===== src/sbb_pkg.sv =====
package sbb_pkg;

   localparam int MAX_WIDTH  = 256;
   localparam int MAX_HEIGHT = 256;
   localparam int MAX_RADIUS = 15;

   localparam logic FUNC_WRITE = 1'b0;
   localparam logic FUNC_READ  = 1'b1;

   localparam logic [1:0] CSR_WIDTH  = 2'd0;
   localparam logic [1:0] CSR_HEIGHT = 2'd1;
   localparam logic [1:0] CSR_RADIUS = 2'd2;
   localparam logic [1:0] CSR_SPARE  = 2'd3;

   localparam int PIX_W = 32;
   localparam int CH_W  = 8;
   localparam int CSR_DATA_W = 9;

   typedef struct packed {
      logic       func;
      logic [7:0] col;
      logic [7:0] row;
      logic [31:0] pixel_in;
   } req_type;

   typedef struct packed {
      logic [31:0] blurred_pixel;
   } rsp_type;

   typedef struct packed {
      logic        start;
      logic [12:0] dividend;
      logic [4:0]  divisor;
   } div_req_type;

endpackage


===== src/sbb_div.sv =====
module sbb_div (
   input  logic                clock,
   input  logic                reset,
   input  sbb_pkg::div_req_type req,
   output logic                done,
   output logic [7:0]          quotient
);
   logic [12:0] rem_ff, rem_in;
   logic [7:0]  quo_ff, quo_in;
   logic [4:0]  den_ff, den_in;
   logic [3:0]  cnt_ff, cnt_in;
   logic        busy_ff, busy_in;
   logic [13:0] trial;

   always_comb begin
      rem_in  = rem_ff;
      quo_in  = quo_ff;
      den_in  = den_ff;
      cnt_in  = cnt_ff;
      busy_in = busy_ff;
      trial   = {1'b0, rem_ff} - ({9'd0, den_ff} << cnt_ff[2:0]);
      if (req.start) begin
         rem_in  = req.dividend;
         den_in  = req.divisor;
         quo_in  = '0;
         cnt_in  = 4'd7;
         busy_in = 1'b1;
      end else if (busy_ff) begin
         if (!trial[13]) begin
            rem_in = trial[12:0];
            quo_in[cnt_ff[2:0]] = 1'b1;
         end
         if (cnt_ff == 4'd0) busy_in = 1'b0;
         cnt_in = cnt_ff - 4'd1;
      end
   end

   always_ff @(posedge clock) begin
      if (reset) begin
         busy_ff <= 1'b0;
         cnt_ff  <= '0;
      end else begin
         busy_ff <= busy_in;
         cnt_ff  <= cnt_in;
      end
      rem_ff <= rem_in;
      quo_ff <= quo_in;
      den_ff <= den_in;
   end

   assign done     = busy_ff && cnt_ff == 4'd0;
   assign quotient = quo_in;
endmodule


===== config.mk =====
export PLATFORM = sky130hd
export DESIGN_NAME = sbb_div
export DESIGN_NICKNAME = d
export VERILOG_FILES = /design/src/sbb_pkg.sv /design/src/sbb_div.sv
export SDC_FILE = /design/constraint.sdc
export NUM_CORES = 1
export LEC_CHECK = 0
export ABC_AREA = 1
export BUFFER_PORTS_ARGS = -buffer_cell sky130_fd_sc_hd__buf_4
export CAP_MARGIN = 5
export CORE_UTILIZATION = 45
export DETAILED_ROUTE_END_ITERATION = 8
export PLACE_DENSITY_LB_ADDON = 0.25
export SETUP_SLACK_MARGIN = 0.5
export SLEW_MARGIN = 15
export SYNTH_ARGS = -nofsm -noshare
export SYNTH_HDL_FRONTEND = slang
export SYNTH_SLANG_ARGS = --single-unit

===== constraint.sdc =====
create_clock -name clock -period 4.1 [get_ports clock]
set_input_delay 0.205 -clock clock [delete_from_list [all_inputs] [get_ports clock]]
set_output_delay 0.205 -clock clock [all_outputs]
set_load 0.1 [all_outputs]

==> impl_metrics.csv <==
group,metric,value,unit
sta,setup_viol,0,
global_routing,grt_remaining_overflow,0,
floorplanning,design.core.area,4790,µm²
critical_path,crit_chain,"or2_0, o21ai_0, nand2_1, o21ai_1, or2_1, ha_1, nand2_1, inv_2, nand3_1, nor2_1, nand2_1, nand2_4, nand2_1, a21oi_2, buf_4",
route,drc,0,
global_routing,grt_max_degree,35,
clocking,htree_levels,2,
critical_path,critPathMaxStageDelay,460,ps
floorplanning,row_count,25,
sta,rsz0062_at_grt,"false",
yosys,yosysWarnings,0,
critical_path,slowest_stage,"dfxtp_1",
place,hpwl,3950,µm
sta,worst_pin_slew,619,ps
sta,slew_headroom,58.5,%
floorplanning,die_x,73.2,µm
worst_hold_path,holdPathStages,1,
yosys,async_flop_share,0,%
critical_path,r2r_cells,13,
critical_path,setup.worst_path.end_class,"primary output",
clocking,cts_resized,0,
finish,final_common_cell,"nand2_1",
yosys,synth_edf_count,18,
sta,finalMaxSlewViolations,0,
clocking,cts_buffers,5,
critical_path,path_class,"reg2out",
finish,syn_to_final_growth,16.6,%
finish,drive_gt1_share,14.3,%
yosys,synthTopCellsByArea,"edfxtp_1 (24%), nand2_1 (19%), dfxtp_1 (11%)",
sta,fmax,0.321,GHz
finish,utilization,55.5,%
critical_path,cp.arrival,2910,ps
power_and_ir_drop,peakVddDrop,0.000293,V
finish,fillCellCount,512,
yosys,syn_nets,375,
finish,multi_input_area,1190,µm²
critical_path,cp_max_fo,10,
route,postRouteAntennaNets,0,
critical_path,crit_buf_inv,2,
clocking,postCtsHoldBufs,0,
critical_path,critPathRequiredTime,3890,ps
clocking,worstSkewPairLatency,290,ps
clocking,path_clk_slew,60,ps
route,num_vias,2143,
critical_path,critical_path.top_delay_family,"simple AND/OR/NAND/NOR gates",
place,place_congestion,0.923,
sta,hold_viol,0,
route,routed_wl,5020,µm
place,pre_cts_ws,991,ps
place,port_buffers,29,
clocking,cts_tree,"done",
sta,tns,0,ps
yosys,yosysTopAreaCell,"edfxtp_1",
floorplanning,die_h,73.2,µm
floorplanning,io_pins,30,
clocking,post-cts-setup-buffers,0,
finish,regArea,801,µm²
worst_hold_path,hold_class,"in2reg",
critical_path,cp.depth,15,
yosys,synth.avg_cell_area,6.70,µm²
global_routing,antenna_found_initial,0,
floorplanning,die_area,5350,µm²
power_and_ir_drop,cellLeakagePower,1.33,nW
route,routedWlPerCell,11.5,µm
power_and_ir_drop,power_density,474,nW/µm²
route,vias_per_cell,4.89,
sta,fin_crit_sh,75.9,%
power_and_ir_drop,total_power,1.26,mW
sta,holdWs,93.2,ps
global_routing,first_global_vias,1934,
clocking,cts-root-buf,"clkbuf_8",
finish,antenna_cells,0,
sta,fin_crit,3110,ps
yosys,netlist_instances,340,
route,firstDrtPassIters,4,
sta,finalWorstSetupSlack,988,ps
run_status,outcome,"completed",
clocking,clock_path_buffers,2,
floorplanning,initial_core_util,47.6,%
yosys,synth_cell_types,33,
job,maxCapViolCount,0,
critical_path,cpMostUsedCell,"nand2_1",
clocking,cts_sinks,31,
yosys,ys_seq_area_share,35.1,%
yosys,yosysTopAreaCellShare,23.7,%
critical_path,start_kind,"flop",
route,drt-initial-drc-count,83,
finish,final_cell_mix,"nand2_1 (114), inv_1 (66), nor2_1 (30), buf_4 (30), nand3_1 (22)",
global_routing,grt_first_pass_wirelength,8560,µm
yosys,syn-cell-area,2280,µm²
global_routing,grt_use_total,21.3,%
yosys,synth_flop_cell,"edfxtp_1",
yosys,ys_ff_latch,31,
finish,fin_nets,405,
sta,finClkSkew,7.23,ps
-- where the power goes --
group | switching (mW) | leakage [nW] | internal, mW | total [mW]
sequential | 0.0235 | 0.286 | 0.389 | 0.412
clock | 0.116 | 0.0538 | 0.153 | 0.269
combinational | 0.375 | 0.995 | 0.203 | 0.578
-- sequential cells by signal, summed over array words and instances, names as in the netlist --
name and cells:
cnt_ff 4, rem_ff 13, den_ff 5, quo_ff 8, busy_ff 1
-- path summary, 6_finish.rpt --
path	slack, ps	to	startpoint
worst min register to register	450	quo_ff[4]$_DFF_P_	quo_ff[4]$_DFF_P_
worst max-delay path	990	quotient[5]	cnt_ff[0]$_SDFFE_PP0P_
worst min-delay path	90	den_ff[0]$_DFFE_PP_	req[0]
worst max register to register	990	rem_ff[5]$_DFFE_PP_	cnt_ff[0]$_SDFFE_PP0P_
-- stage by stage --
step | instances | area (µm²)
global placement | 430 | 2550
finish | 438 | 2660
detailed placement | 430 | 2550
global route | 438 | 2660
floorplan | 340 | 2280
CTS | 438 | 2660
-- kinds of logic after synthesis --
family	after synthesis	synth area share [%]
AO/OA/AOI/OAI	36	10.0
XOR/XNOR	2	0.769
adder cells (fa/ha/maj)	14	8.02
buffers and inverters	74	12.5
flip-flops	31	35.1
AND/OR/NAND/NOR	183	33.6
-- Yosys cell counts, types with 2 or more instances --
| master | instances |
|---|---|
| edfxtp_1 | 18 |
| ha_1 | 13 |
| o22ai_1 | 2 |
| nand3_1 | 22 |
| o21ai_1 | 3 |
| o21ai_0 | 11 |
| buf_2 | 5 |
| or2_0 | 2 |
| inv_1 | 66 |
| nand2_1 | 114 |
| nand4_1 | 3 |
| a21oi_2 | 9 |
| a21oi_1 | 6 |
| nor2_1 | 30 |
| dfxtp_1 | 13 |
| or2_2 | 2 |
| nor3_1 | 2 |
| or2_1 | 3 |
| xor2_1 | 2 |
-- per-layer routing --
metal,GRT usage (%),share of wire (%)
met5,0,0
met2,33.1,44
met3,3.73,4.3
met4,9.15,2.5
met1,28.9,49
-- area by class of cell --
class                      instances  area share [%]
multi-input combinational        235            44.9
tap                               67            3.15
timing repair buffer              30            8.47
clock buffer                       6            3.53
sequential                        31            30.1
clock inverter                     2           0.330
inverter                          67            9.46
Note: power is estimated with default switching activity, not from simulation.
